## src/hdl/ekc_pkg.sv

```systemverilog
// Shared types, constants and the kernel function of the strided edge convolver.
// Used by every module but ekc_ram and by the stream interfaces; depends on nothing.
`default_nettype none

package ekc_pkg;

   localparam int PIXEL_W = 8;
   localparam int SUM_W = 11;
   localparam int ROW_W = 10;
   localparam int WIDTH_REG_W = 8;
   localparam int HEIGHT_REG_W = 11;
   localparam int CSR_DATA_W = 11;
   localparam int CSR_INDEX_W = 2;

   localparam int MAX_WIDTH_DEFAULT = 128;
   localparam int WIDTH_MIN = 2;
   localparam int HEIGHT_MIN = 2;
   localparam int HEIGHT_MAX = 1024;
   localparam int RESET_HEIGHT = 128;

   localparam logic [CSR_INDEX_W-1:0] CSR_IMAGE_WIDTH = CSR_INDEX_W'(0);
   localparam logic [CSR_INDEX_W-1:0] CSR_IMAGE_HEIGHT = CSR_INDEX_W'(1);

   typedef logic [PIXEL_W-1:0] pixel_type;
   // One window column: index 0 is the top row, index 2 the bottom row.
   typedef logic [2:0][PIXEL_W-1:0] column_type;
   typedef logic signed [1:0] weight_type;

   // Sum of the edge kernels, folded together into this kernel.
   localparam weight_type KERNEL [0:2][0:2] = '{
      '{-2'sd1, 2'sd1, 2'sd1},
      '{-2'sd1, 2'sd0, 2'sd1},
      '{-2'sd1, -2'sd1, 2'sd1}
   };

   // Per-item control that travels with a pixel from the read stage to the window stage.
   typedef struct packed {
      logic flush;
      logic emit_row;
      logic col_even_ge2;
      logic col_odd;
      logic last_col;
      logic last_row;
   } item_ctl_type;

   function automatic logic signed [SUM_W:0] weigh(input pixel_type pix, input weight_type w);
      logic signed [SUM_W:0] ext;
      ext = $signed({{(SUM_W + 1 - PIXEL_W){1'b0}}, pix});
      if (w == 2'sd1) begin
         return ext;
      end else if (w == -2'sd1) begin
         return -ext;
      end else begin
         return '0;
      end
   endfunction

   function automatic logic signed [SUM_W-1:0] apply_kernel(input column_type lft,
                                                           input column_type mid,
                                                           input column_type rgt);
      logic signed [SUM_W:0] acc;
      int r;
      acc = '0;
      for (r = 0; r < 3; r++) begin
         acc = acc + weigh(lft[r], KERNEL[r][0]) + weigh(mid[r], KERNEL[r][1])
                   + weigh(rgt[r], KERNEL[r][2]);
      end
      // The response stays within +/-1020, so the top bit is a pure sign copy.
      return acc[SUM_W-1:0];
   endfunction

endpackage

`default_nettype wire

```

## src/hdl/ekc_stream_if.sv

```systemverilog
// Valid/ready stream interfaces for the pixel input and the edge result output.
// Payload widths come from ekc_pkg.
`default_nettype none

interface ekc_pix_if;
   logic valid;
   logic ready;
   logic [ekc_pkg::PIXEL_W-1:0] pixel;

   modport source (output valid, output pixel, input ready);
   modport sink (input valid, input pixel, output ready);
endinterface

interface ekc_res_if;
   logic valid;
   logic ready;
   logic signed [ekc_pkg::SUM_W-1:0] edge_sum;
   logic row_end;
   logic frame_end;

   modport source (output valid, output edge_sum, output row_end, output frame_end,
                   input ready);
   modport sink (input valid, input edge_sum, input row_end, input frame_end,
                 output ready);
endinterface

`default_nettype wire

```

## src/hdl/ekc_ram.sv

```systemverilog
// Generic simple dual-port RAM: one write port, one read port with registered read data.
// Stand-alone; no package dependencies.
`default_nettype none

module ekc_ram #(
   parameter int WIDTH = 16,
   parameter int DEPTH = 128
) (
   input  wire                      clock,
   input  wire                      we,
   input  wire [$clog2(DEPTH)-1:0]  waddr,
   input  wire [WIDTH-1:0]          wdata,
   input  wire                      re,
   input  wire [$clog2(DEPTH)-1:0]  raddr,
   output logic [WIDTH-1:0]         rdata
);

   logic [WIDTH-1:0] mem_ff [0:DEPTH-1];
   logic [WIDTH-1:0] rdata_ff;

   always_ff @(posedge clock) begin
      if (we) begin
         mem_ff[waddr] <= wdata;
      end
      if (re) begin
         rdata_ff <= mem_ff[raddr];
      end
   end

   assign rdata = rdata_ff;

endmodule

`default_nettype wire

```

## src/hdl/ekc_window.sv

```systemverilog
// Window stage: two column registers, the kernel datapath and the output flags.
// Depends on ekc_pkg for the column type, the item control struct and apply_kernel.
`default_nettype none

module ekc_window (
   input  wire                                 clock,
   input  wire                                 advance,
   input  ekc_pkg::item_ctl_type               item,
   input  wire [ekc_pkg::PIXEL_W-1:0]          top_pix,
   input  wire [ekc_pkg::PIXEL_W-1:0]          mid_pix,
   input  wire [ekc_pkg::PIXEL_W-1:0]          bot_pix,
   output logic                                has_result,
   output logic signed [ekc_pkg::SUM_W-1:0]    edge_sum,
   output logic                                row_end,
   output logic                                frame_end
);

   ekc_pkg::column_type left_ff, left_in;
   ekc_pkg::column_type mid_ff, mid_in;
   ekc_pkg::column_type cur;
   ekc_pkg::column_type sel_l, sel_m, sel_r;

   always_comb begin
      cur[0] = top_pix;
      cur[1] = mid_pix;
      // During the end-of-frame sweep the row below the image counts as zero.
      cur[2] = item.flush ? '0 : bot_pix;
   end

   always_comb begin
      left_in = left_ff;
      mid_in = mid_ff;
      if (advance) begin
         left_in = mid_ff;
         mid_in = cur;
      end
   end

   always_ff @(posedge clock) begin
      left_ff <= left_in;
      mid_ff <= mid_in;
   end

   // A centre on an odd column is complete when its right column arrives. At the right
   // edge of an even-width row the last centre has no right column and is closed early.
   always_comb begin
      if (item.col_even_ge2) begin
         sel_l = left_ff;
         sel_m = mid_ff;
         sel_r = cur;
      end else begin
         sel_l = mid_ff;
         sel_m = cur;
         sel_r = '0;
      end
   end

   assign has_result = item.emit_row && (item.col_even_ge2 || (item.last_col && item.col_odd));
   assign edge_sum = ekc_pkg::apply_kernel(sel_l, sel_m, sel_r);
   assign row_end = item.col_even_ge2 ? item.last_col : 1'b1;
   assign frame_end = row_end && item.last_row;

endmodule

`default_nettype wire

```

## src/hdl/edge_kernel_conv3x3_stride2.sv

```systemverilog
// Stride-2 3x3 edge convolver over a raster pixel stream. One pixel is taken per clock
// unless the output stalls; a result passes the window stage and output registers after the
// pixel that completes its window. Both line buffers live in one RAM entry per column, read
// and rewritten once per pixel. At an even frame height the last pixel starts a sweep over
// every column of the clamped width, stalling with the output, that reads the last two rows
// back from that RAM to emit the last output row; no pixel is taken during the sweep. A width
// or height write restarts the frame. The line buffer RAM needs no clearing after reset.
`default_nettype none

module edge_kernel_conv3x3_stride2 #(
   parameter int MAX_WIDTH = ekc_pkg::MAX_WIDTH_DEFAULT
) (
   input  wire                                  clock,
   input  wire                                  reset,
   ekc_pix_if.sink                              req_bus,
   ekc_res_if.source                            rsp_bus,
   input  wire                                  csr_we,
   input  wire [ekc_pkg::CSR_INDEX_W-1:0]       csr_index,
   input  wire [ekc_pkg::CSR_DATA_W-1:0]        csr_wdata
);

   localparam int COL_W = $clog2(MAX_WIDTH);
   localparam int WEFF_W = $clog2(MAX_WIDTH + 1);
   localparam int CMP_W = COL_W + 1;
   localparam int HGT_W = ekc_pkg::HEIGHT_REG_W;
   localparam int ROW_W = ekc_pkg::ROW_W;
   localparam int PW = ekc_pkg::PIXEL_W;

   // Configuration, held already clamped to the supported range.
   logic [WEFF_W-1:0] width_eff_ff, width_eff_in;
   logic [HGT_W-1:0]  height_eff_ff, height_eff_in;
   logic [ekc_pkg::WIDTH_REG_W-1:0] raw_w;
   logic [HGT_W-1:0] raw_h;
   logic cfg_hit;

   // Read stage.
   logic [COL_W-1:0] col_ff, col_in;
   logic [ROW_W-1:0] row_ff, row_in;
   logic flush_active_ff, flush_active_in;
   logic [COL_W-1:0] flush_col_ff, flush_col_in;
   logic [COL_W-1:0] s0_col;
   ekc_pkg::item_ctl_type s0_item;
   logic s0_go;

   // Window stage.
   logic s1_valid_ff, s1_valid_in;
   ekc_pkg::item_ctl_type s1_item_ff, s1_item_in;
   logic [COL_W-1:0] s1_col_ff, s1_col_in;
   logic [PW-1:0] s1_pix_ff, s1_pix_in;
   logic s1_fire;
   logic out_free;

   // Output register.
   logic rsp_valid_ff, rsp_valid_in;
   logic signed [ekc_pkg::SUM_W-1:0] edge_sum_ff, edge_sum_in;
   logic row_end_ff, row_end_in;
   logic frame_end_ff, frame_end_in;

   logic win_has_result;
   logic signed [ekc_pkg::SUM_W-1:0] win_sum;
   logic win_row_end, win_frame_end;

   // RAM: upper row in the high byte, middle row in the low byte.
   logic ram_we, ram_re;
   logic [2*PW-1:0] ram_wdata, ram_rdata;

   // ---------------- configuration ----------------
   assign cfg_hit = csr_we && ((csr_index == ekc_pkg::CSR_IMAGE_WIDTH)
                            || (csr_index == ekc_pkg::CSR_IMAGE_HEIGHT));
   assign raw_w = csr_wdata[ekc_pkg::WIDTH_REG_W-1:0];
   assign raw_h = csr_wdata[HGT_W-1:0];

   always_comb begin
      width_eff_in = width_eff_ff;
      height_eff_in = height_eff_ff;
      if (csr_we && (csr_index == ekc_pkg::CSR_IMAGE_WIDTH)) begin
         if (raw_w < ekc_pkg::WIDTH_REG_W'(ekc_pkg::WIDTH_MIN)) begin
            width_eff_in = WEFF_W'(ekc_pkg::WIDTH_MIN);
         end else if (raw_w > ekc_pkg::WIDTH_REG_W'(MAX_WIDTH)) begin
            width_eff_in = WEFF_W'(MAX_WIDTH);
         end else begin
            width_eff_in = WEFF_W'(raw_w);
         end
      end
      if (csr_we && (csr_index == ekc_pkg::CSR_IMAGE_HEIGHT)) begin
         if (raw_h < HGT_W'(ekc_pkg::HEIGHT_MIN)) begin
            height_eff_in = HGT_W'(ekc_pkg::HEIGHT_MIN);
         end else if (raw_h > HGT_W'(ekc_pkg::HEIGHT_MAX)) begin
            height_eff_in = HGT_W'(ekc_pkg::HEIGHT_MAX);
         end else begin
            height_eff_in = raw_h;
         end
      end
   end

   // ---------------- read stage ----------------
   assign out_free = !rsp_valid_ff || rsp_bus.ready;
   assign s1_fire = s1_valid_ff && out_free;
   assign req_bus.ready = !flush_active_ff && (!s1_valid_ff || s1_fire);
   assign s0_go = flush_active_ff ? (!s1_valid_ff || s1_fire)
                                  : (req_bus.valid && req_bus.ready);
   assign s0_col = flush_active_ff ? flush_col_ff : col_ff;

   always_comb begin
      s0_item.flush = flush_active_ff;
      s0_item.last_col = (CMP_W'(s0_col) + CMP_W'(1)) >= CMP_W'(width_eff_ff);
      s0_item.col_odd = s0_col[0];
      s0_item.col_even_ge2 = !s0_col[0] && (s0_col[COL_W-1:1] != '0);
      if (flush_active_ff) begin
         s0_item.emit_row = 1'b1;
         s0_item.last_row = 1'b1;
      end else begin
         s0_item.emit_row = !row_ff[0] && (row_ff[ROW_W-1:1] != '0);
         s0_item.last_row = (HGT_W'(row_ff) + HGT_W'(1)) >= height_eff_ff;
      end
   end

   always_comb begin
      col_in = col_ff;
      row_in = row_ff;
      flush_active_in = flush_active_ff;
      flush_col_in = flush_col_ff;
      if (cfg_hit) begin
         col_in = '0;
         row_in = '0;
         flush_active_in = 1'b0;
         flush_col_in = '0;
      end else if (s0_go && flush_active_ff) begin
         if (s0_item.last_col) begin
            flush_active_in = 1'b0;
         end else begin
            flush_col_in = flush_col_ff + COL_W'(1);
         end
      end else if (s0_go) begin
         if (s0_item.last_col) begin
            col_in = '0;
            if (s0_item.last_row) begin
               row_in = '0;
               // An even height leaves the last output row open; sweep it out.
               if (!height_eff_ff[0]) begin
                  flush_active_in = 1'b1;
                  flush_col_in = '0;
               end
            end else begin
               row_in = row_ff + ROW_W'(1);
            end
         end else begin
            col_in = col_ff + COL_W'(1);
         end
      end
   end

   // ---------------- window stage ----------------
   always_comb begin
      s1_valid_in = s1_valid_ff;
      s1_item_in = s1_item_ff;
      s1_col_in = s1_col_ff;
      s1_pix_in = s1_pix_ff;
      if (s0_go) begin
         s1_valid_in = 1'b1;
         s1_item_in = s0_item;
         s1_col_in = s0_col;
         s1_pix_in = req_bus.pixel;
      end else if (s1_fire) begin
         s1_valid_in = 1'b0;
      end
   end

   // Each column's entry is read as its pixel enters the window stage and rewritten as it leaves;
   // the next read of that entry is a row later, so a read never meets a pending write to it.
   assign ram_re = s0_go;
   assign ram_we = s1_fire && !s1_item_ff.flush;
   assign ram_wdata = {ram_rdata[PW-1:0], s1_pix_ff};

   ekc_ram #(
      .WIDTH (2 * PW),
      .DEPTH (MAX_WIDTH)
   ) u_line_ram (
      .clock (clock),
      .we    (ram_we),
      .waddr (s1_col_ff),
      .wdata (ram_wdata),
      .re    (ram_re),
      .raddr (s0_col),
      .rdata (ram_rdata)
   );

   ekc_window u_window (
      .clock      (clock),
      .advance    (s1_fire),
      .item       (s1_item_ff),
      .top_pix    (ram_rdata[2*PW-1:PW]),
      .mid_pix    (ram_rdata[PW-1:0]),
      .bot_pix    (s1_pix_ff),
      .has_result (win_has_result),
      .edge_sum   (win_sum),
      .row_end    (win_row_end),
      .frame_end  (win_frame_end)
   );

   // ---------------- output register ----------------
   always_comb begin
      rsp_valid_in = rsp_valid_ff;
      edge_sum_in = edge_sum_ff;
      row_end_in = row_end_ff;
      frame_end_in = frame_end_ff;
      if (s1_fire && win_has_result) begin
         rsp_valid_in = 1'b1;
         edge_sum_in = win_sum;
         row_end_in = win_row_end;
         frame_end_in = win_frame_end;
      end else if (rsp_bus.ready) begin
         rsp_valid_in = 1'b0;
      end
   end

   assign rsp_bus.valid = rsp_valid_ff;
   assign rsp_bus.edge_sum = edge_sum_ff;
   assign rsp_bus.row_end = row_end_ff;
   assign rsp_bus.frame_end = frame_end_ff;

   // ---------------- registers ----------------
   always_ff @(posedge clock) begin
      if (reset) begin
         width_eff_ff <= WEFF_W'(MAX_WIDTH);
         height_eff_ff <= HGT_W'(ekc_pkg::RESET_HEIGHT);
         col_ff <= '0;
         row_ff <= '0;
         flush_active_ff <= 1'b0;
         flush_col_ff <= '0;
         s1_valid_ff <= 1'b0;
         rsp_valid_ff <= 1'b0;
      end else begin
         width_eff_ff <= width_eff_in;
         height_eff_ff <= height_eff_in;
         col_ff <= col_in;
         row_ff <= row_in;
         flush_active_ff <= flush_active_in;
         flush_col_ff <= flush_col_in;
         s1_valid_ff <= s1_valid_in;
         rsp_valid_ff <= rsp_valid_in;
      end
   end

   always_ff @(posedge clock) begin
      s1_item_ff <= s1_item_in;
      s1_col_ff <= s1_col_in;
      s1_pix_ff <= s1_pix_in;
      edge_sum_ff <= edge_sum_in;
      row_end_ff <= row_end_in;
      frame_end_ff <= frame_end_in;
   end

   // ---------------- assertions ----------------
   a_frame_end_closes_row: assert property (@(posedge clock) disable iff (reset)
      (rsp_valid_ff && frame_end_ff) |-> row_end_ff)
      else $error("frame_end without row_end");

   a_sweep_counters_idle: assert property (@(posedge clock) disable iff (reset)
      flush_active_ff |-> ((col_ff == '0) && (row_ff == '0)))
      else $error("pixel counters moved during end-of-frame sweep");

   a_sweep_starts_on_frame_end: assert property (@(posedge clock) disable iff (reset)
      $rose(flush_active_ff) |-> ($past(s0_go) && $past(s0_item.last_col)
                                  && $past(s0_item.last_row)))
      else $error("end-of-frame sweep started away from the last pixel");

   a_frame_wraps: assert property (@(posedge clock) disable iff (reset)
      (s0_go && !flush_active_ff && s0_item.last_col && s0_item.last_row)
      |=> ((col_ff == '0) && (row_ff == '0)))
      else $error("counters did not wrap after the frame's last pixel");

endmodule

`default_nettype wire

```

## src/flat_wrapper.sv

```systemverilog
// flat-port wrapper written by rule: the top's interface ports become plain ports
module edge_kernel_conv3x3_stride2_flat 
#(
   parameter int MAX_WIDTH = ekc_pkg::MAX_WIDTH_DEFAULT
)
  (clock, reset, csr_we, csr_index, csr_wdata, req_bus_valid, req_bus_pixel, req_bus_ready, rsp_bus_valid, rsp_bus_edge_sum, rsp_bus_row_end, rsp_bus_frame_end, rsp_bus_ready);
  ekc_pix_if req_bus_i ();
  ekc_res_if rsp_bus_i ();
  input  wire clock;
  input  wire reset;
  input  wire csr_we;
  input  wire [ekc_pkg::CSR_INDEX_W-1:0] csr_index;
  input  wire [ekc_pkg::CSR_DATA_W-1:0] csr_wdata;
  input wire logic [$bits(req_bus_i.valid)-1:0] req_bus_valid;
  input wire logic [$bits(req_bus_i.pixel)-1:0] req_bus_pixel;
  output wire logic [$bits(req_bus_i.ready)-1:0] req_bus_ready;
  output wire logic [$bits(rsp_bus_i.valid)-1:0] rsp_bus_valid;
  output wire logic [$bits(rsp_bus_i.edge_sum)-1:0] rsp_bus_edge_sum;
  output wire logic [$bits(rsp_bus_i.row_end)-1:0] rsp_bus_row_end;
  output wire logic [$bits(rsp_bus_i.frame_end)-1:0] rsp_bus_frame_end;
  input wire logic [$bits(rsp_bus_i.ready)-1:0] rsp_bus_ready;
  assign req_bus_i.valid = req_bus_valid;
  assign req_bus_i.pixel = req_bus_pixel;
  assign req_bus_ready = req_bus_i.ready;
  assign rsp_bus_valid = rsp_bus_i.valid;
  assign rsp_bus_edge_sum = rsp_bus_i.edge_sum;
  assign rsp_bus_row_end = rsp_bus_i.row_end;
  assign rsp_bus_frame_end = rsp_bus_i.frame_end;
  assign rsp_bus_i.ready = rsp_bus_ready;
  edge_kernel_conv3x3_stride2 #(.MAX_WIDTH(MAX_WIDTH)) u_core (.clock(clock), .reset(reset), .req_bus(req_bus_i), .rsp_bus(rsp_bus_i), .csr_we(csr_we), .csr_index(csr_index), .csr_wdata(csr_wdata));
endmodule
```

## config.mk

```make
export PLATFORM = sky130hd
export DESIGN_NAME = edge_kernel_conv3x3_stride2_flat
export DESIGN_NICKNAME = d
export VERILOG_FILES = /design/src/hdl/ekc_pkg.sv /design/src/hdl/ekc_stream_if.sv /design/src/hdl/ekc_ram.sv /design/src/hdl/ekc_window.sv /design/src/hdl/edge_kernel_conv3x3_stride2.sv /design/src/flat_wrapper.sv
export SDC_FILE = /design/constraint.sdc
export NUM_CORES = 2
export LEC_CHECK = 0
export BUFFER_PORTS_ARGS = -buffer_cell sky130_fd_sc_hd__buf_4
export CAP_MARGIN = 20
export CORE_UTILIZATION = 50
export CTS_CLUSTER_SIZE = 30
export DETAILED_ROUTE_END_ITERATION = 10
export PLACE_DENSITY = 0.65
export SETUP_SLACK_MARGIN = 0.1
export SKIP_CTS_REPAIR_TIMING = 1
export SYNTH_ARGS = -nofsm -noshare
export SYNTH_HDL_FRONTEND = slang
export SYNTH_SLANG_ARGS = --single-unit
```

## constraint.sdc

```tcl
create_clock -name clock -period 10.2 [get_ports clock]
set_clock_uncertainty 0.2 [all_clocks]
set_input_delay 0.51 -clock clock [delete_from_list [all_inputs] [get_ports clock]]
set_output_delay 0.51 -clock clock [all_outputs]
set_load 0.005 [all_outputs]
```

Yosys cells after proc, flatten, opt, wreduce, memory -nomap -nowiden

Memory sizes are Yosys's and may differ from the RTL's. A register that Yosys moved wholly into a read port is not among the register bits.
Cells that the tools add are included.

Memory bits (writable): 2048
Memories kept: 1
Register bits: 128
Memory bits (read-only): 0
Output and inout bits: 15
Bits in latches: 0

Reduce and logical (&&, ||, !) cells: 37
Add/sub/neg operators: 16
Shifts and indexed selects: 0
Bitwise logic cells: 1
Multiply operators: 0
Equality and inequality tests: 3
Magnitude comparators: 6
Multiplexer cells: 32
Div/mod/pow operators: 0

Memories:

| memory                   | depth | bits a word | read ports | clocked after memory_dff | write ports | line          | source |
|---|---|---|---|---|---|---|---|
| u_core.u_line_ram.mem_ff | 128   | 16          | 1          | 1                        | 1           | ekc_ram.sv:18 | `logic [WIDTH-1:0] mem_ff [0:DEPTH-1];` |

Operators with widths:

| operator              | count |
|---|---|
| $mux 24               | 3 |
| $mux 7                | 8 |
| $add 11x9->11         | 4 |
| $neg 8->11            | 4 |
| $add 11x11->11        | 3 |
| $mux 8                | 3 |
| $mux 11               | 2 |
| $mux 1                | 15 |
| $add 7x1->7 const B   | 2 |
| $logic_and 1x1->1     | 14 |
| $add 10x1->11 const B | 1 |
| $ge 11x11->1          | 1 |
| $gt 11x11->1 const B  | 1 |
| $lt 11x2->1 const B   | 1 |
| $add 10x1->10 const B | 1 |
| $mux 10               | 1 |
| $reduce_bool 2->1     | 5 |
| $reduce_bool 9->1     | 1 |
| $add 7x1->8 const B   | 1 |
| $ge 8x8->1            | 1 |
| $gt 8x8->1 const B    | 1 |
| $lt 8x2->1 const B    | 1 |
| $logic_not 1->1       | 6 |
| $reduce_bool 6->1     | 1 |
| 10 further kinds      | 14 |

Longest topological paths before layout

Depth in word-level cells: 10
Mapped depth: 20

Cells and area by module

Synthesis repeated with hierarchy kept, for this count alone.

Cell total of the unflattened synthesis: 3748
Area, all modules: 86170.1 um2

Modules (own cells, without submodules):

| module                      | cells an instance | instances | seq. area each (um2) | area each (um2) |
|---|---|---|---|---|
| ekc_ram                     | 3086              | 1         | 61979.4              | 78683.0 |
| edge_kernel_conv3x3_stride2 | 383               | 1         | 1911.8               | 3842.4 |
| ekc_window                  | 279               | 1         | 1441.4               | 3644.7 |

Least setup slack after synthesis

No wires, ideal clock.

Kind: register to register
From: register u_core.s1_pix_ff[1]
To: register u_core.edge_sum_ff, in the netlist u_core.rsp_bus.edge_sum[9], data pin
Required time: 9742 ps
Library setup time: 258 ps
Arrival time: 5685 ps
Slack: 4058 ps
Period minus slack after synthesis: 6142 ps
Cell stages (with the launch flop): 20
Cells stage by stage: edfxtp_1 nor2b_1 mux2_2 fa_1 inv_1 fa_1 fa_1 inv_1 fa_1 inv_1 ha_1 fa_1 a21oi_1 nor2_1 nor2_1 o21bai_1 a21oi_1 o21bai_1 a21oi_1 xnor2_1

RTL lines:

| what                     | line                               | source |
|---|---|---|
| start: declaration       | edge_kernel_conv3x3_stride2.sv:49  | `logic [PW-1:0] s1_pix_ff, s1_pix_in;` |
| start signal: assignment | edge_kernel_conv3x3_stride2.sv:248 | `s1_pix_ff <= s1_pix_in;` |
| end signal: assignment   | edge_kernel_conv3x3_stride2.sv:249 | `edge_sum_ff <= edge_sum_in;` |
| end: declaration         | edge_kernel_conv3x3_stride2.sv:55  | `logic signed [ekc_pkg::SUM_W-1:0] edge_sum_ff, edge_sum_in;` |

Worst setup path after layout

From: register u_core.flush_active_ff
To: register u_core.u_line_ram.rdata_ff[8], in the netlist u_core.u_line_ram.rdata[8] (read register of u_core.u_line_ram.mem_ff), data pin

Longest elaborated chain between the ends: 4
Elaborated cells on any way between the ends: 5

RTL lines:

| what                     | line                               | source |
|---|---|---|
| start: declaration       | edge_kernel_conv3x3_stride2.sv:39  | `logic flush_active_ff, flush_active_in;` |
| start signal: assignment | edge_kernel_conv3x3_stride2.sv:238 | `flush_active_ff <= flush_active_in;` |
| $logic_not 1->1          | edge_kernel_conv3x3_stride2.sv:99  | `assign req_bus.ready = !flush_active_ff && (!s1_valid_ff \|\| s1_fire);` |
| $logic_and 1x1->1        | edge_kernel_conv3x3_stride2.sv:99  |  |
| $logic_and 1x1->1        | edge_kernel_conv3x3_stride2.sv:101 | `: (req_bus.valid && req_bus.ready);` |
| $mux 1                   | edge_kernel_conv3x3_stride2.sv:100 | `assign s0_go = flush_active_ff ? (!s1_valid_ff \|\| s1_fire)` |
| end: declaration         | ekc_ram.sv:19                      | `logic [WIDTH-1:0] rdata_ff;` |

Parallel ways exist; a longest one is shown, timed or not.
A chain may end at the register's enable or synchronous reset.

==> metrics.md <==
| Metric | Value |
|---|---|
| Avg Cell Area, Syn | ~14 sq um |
| Ys async rst share | 0% |
| IO Pins | between 40 and 50 |
| Placed Cells | about 8,800 |
| HP Class | input port to register |
| Post-route cell area | 0.09967 sq mm |
| Max-cap violations | 0 |
| RSZ-0062 raised after global routing | false |
| Synth warn | 0 |
| Flops & latches, synth | 2,191 |
| Initial core utilization | between 50% and 60% |
| Overflow after GRT | 0 |
| Tightest Pin Transition | 1.282 ns |
| Crit. End Element | register |
| CTS root buffer | clkbuf_16 |
| Drc violations | 2 |
| First-pass GRT wire length | about 370,000 um |
| Die area | 0.1802 sq mm |
| Final non-filler cell total | 9,229 |
| Fillers | 13,912 |
| Net Count, Synth | between 6,000 and 7,000 |
| Largest net degree at the start of global routing | around 160 |
| Post-route ant nets | 0 |
| Crit start category | register |
| Crit path depth | 11 |
| Vias | 56,993 |
| TNS Setup | 0 ns |
| Bufs on Longest Clock Path | 3 |
| Slew Limit Fails | 0 |
| GR Util met1 | a little under 40% |
| CP max FO | roughly 140 |
| Crit path cell chain | buf_4 > mux2i_4 > buf_12 > buf_12 > buf_12 > and3_1 > a311oi_1 > o21ai_0 > a21oi_1 > nor3_1 > a32oi_1 |
| Post-Syn Instances | between 6,000 and 7,000 |
| Vias/cell | 6.175 |
| Synth top area share | 72.18% |
| Prevailing post-synth register cell | edfxtp_1 |
| Cell with the most instances after synthesis | edfxtp_1 |
| Number of CTS-inserted buffers | 215 |
| Met2 Track Usage GR | 43.74% |
| Cell Area, Synth | 0.08923 sq mm |
| Hold depth | 2 |
| Yosys cell types | 74 |
| Worst Setup Path Type | register to register |
| CTS HTree Levels | 4 |
| TritonRoute pass-1 iters | 10 |
| Buf+Inv Stages, Crit Path | 4 |
| DRT iter0 DRCs | 9,066 |
| I/O Buffers | 40 |
| Clk slew on worst S/H paths | 0.06 ns |
| Yosys top cell by area | edfxtp_1 |
| Die H | 424.5 um |
| Row Count | 154 |
| Post-Place Setup Slack | roughly 4.3 ns |
| Critical Path RT | 10.49 ns |
| Final setup margin | 4.122 ns |
| Sequential fraction of the synthesis area | 73.22% |
| DP Area | 0.09259 sq mm |
| Post-synth top cells | edfxtp_1 (2,145), nand2_1 (1,718), nand3_1 (662) |
| EDFF count, synth | 2,145 |
| CP top delay family | buffers and inverters |
| Core area | about 0.18 sq mm |
| Crit-path max cell delay | 0.98 ns |
| Layout cells sized above 1 | 9.425% |
| Post-DP HPWL | 143,400 um |
| Synth top area cells | edfxtp_1 (72%), nand2_1 (7.2%), nand3_1 (3.7%) |
| Failing checks | design-rule violations |
| CP arrival | 6.37 ns |
| Routed WL | 257,800 um |
| Worst ir drop on vdd | 139.5 uV |
| Setup violators final | 0 |
| Final GP Congestion | 0.8636 |
| Vias in the first global route | ~53,000 |
| Met3 usage | around 5.7% |
| Worst Reg2Reg Path Length in Cells | 11 |
| CTS tree | done |
| Worst path most repeated cell | buf_12 |
| Tot GR Track Use | 28.20% |
| Crit-path slowest cell | nor3_1 |
| Initial antenna violation count | 13 |
| Top Usage Layer GRT | met2 |
| Avg WL per Cell | ~28 um |
| Rel. slew slack | ~15% |
| Hold Violations, Final | 0 |
| Die X | ~420 um |
| Power per cell area | 194.0 mW/mm^2 |
| Later-pin clock latency in the skew report | approximately 0.88 ns |
| Lkg Pwr | 0.03369 uW |
| CTS sink cnt | 2,191 |
| Run status | finished with violations |
| Fin crit share | about three fifths |
| NumNets Final | 6,828 |
| Syn-to-layout area delta | 11.69% |
| Fin crit period | 6.078 ns |
| Peak Freq | about 0.16 GHz |
-- where the power goes --
group	switching, uW	internal (uW)	total, uW
Sequential	27.7	10000	10000
Combinational	1100	541	1640
Clock	3390	4270	7650
Total	4510	14800	19300
-- final cells by class --
cell class	instances	area, sq um	share of cell area (%)
antenna	3	7.507	0.007532
clock buffer	265	5589	5.608
clock inverter	119	1141	1.145
inverter	105	414.1	0.4155
multi-input combinational	3880	21540	21.61
sequential	2191	65330	65.55
tap	2340	2928	2.938
timing repair buffer	326	2714	2.723
-- cells in the final DEF (no fill, tap or decap), types with 17 or more instances in the layout --
cell type and instances:
mux2i_1 236, clkinv_1 46, clkbuf_16 216, a222oi_1 17, clkinv_2 41, o21ai_0 47
clkbuf_1 49, a31oi_1 136, buf_4 280, a21oi_1 97, nor2_1 185, nand3_1 662
a32oi_1 87, dfxtp_1 45, nand2_1 1717, nand4_1 21, inv_1 97, edfxtp_1 2145
fa_1 49, and2_1 21, a311oi_1 133, and3_1 127, mux2_2 30, ha_1 34
dlygate4sd3_1 28, o22ai_1 35
-- worst paths after layout --
check | slack, ns | startpoint | to
worst max register to register | 4.12 | u_core.flush_active_ff | u_core.u_line_ram.rdata[8]
worst min-delay path | 0.18 | req_bus_pixel[6] | u_core.s1_pix_ff[6]
worst max-delay path | 4.12 | u_core.flush_active_ff | u_core.u_line_ram.rdata[8]
worst min register to register | 0.24 | u_core.u_window.mid_ff[10] | u_core.u_window.left_ff[10]
-- registers in the layout, indices dropped and copies added, names as in the netlist, 5 cells and up --
| name | cells |
|---|---|
| u_core.u_line_ram.mem_ff | 2048 |
| u_core.s1_col_ff | 7 |
| u_core.s1_pix_ff | 8 |
| u_core.u_window.mid_ff | 24 |
| u_core.row_ff | 10 |
| u_core.s1_item_ff | 5 |
| u_core.rsp_bus.edge_sum | 11 |
| u_core.width_eff_ff | 8 |
| u_core.col_ff | 7 |
| u_core.flush_col_ff | 7 |
| u_core.u_line_ram.rdata | 16 |
| u_core.u_window.left_ff | 24 |
| u_core.height_eff_ff | 11 |
-- routing by layer --
layer	share of wire, %	vias to the layer above
met4	3.8	4
met1	39	28512
met2	46	3292
met3	11	508
met5	0.011	-
li1	-	24677
-- through the flow --
stage	hold WS (ns)	utilization [%]	total power [uW]
2_1_floorplan	0.2222	-	11360
4_1_cts	-0.4355	56.21	19400
3_5_place_dp	0.2411	52.40	11860
5_1_grt	0.1650	56.40	19910
3_3_place_gp	0.2368	52.39	11840
6_report	0.1802	56.41	19340
-- logic make-up (layout without fill, tap and decap cells) --
family / Yosys count / after routing / share of synthesized area [%]
AND/OR/NAND/NOR: 2825 / 2825 / 13.56
flip-flops: 2191 / 2191 / 73.22
AO/OA/AOI/OAI: 673 / 673 / 5.459
buffers and inverters: 519 / 815 / 2.778
multiplexers: 273 / 273 / 3.151
adder cells (fa/ha/maj): 83 / 83 / 1.576
XOR/XNOR: 26 / 26 / 0.2552
other: 0 / 3 / 0
No activity file was read; power rests on OpenSTA's default activity.
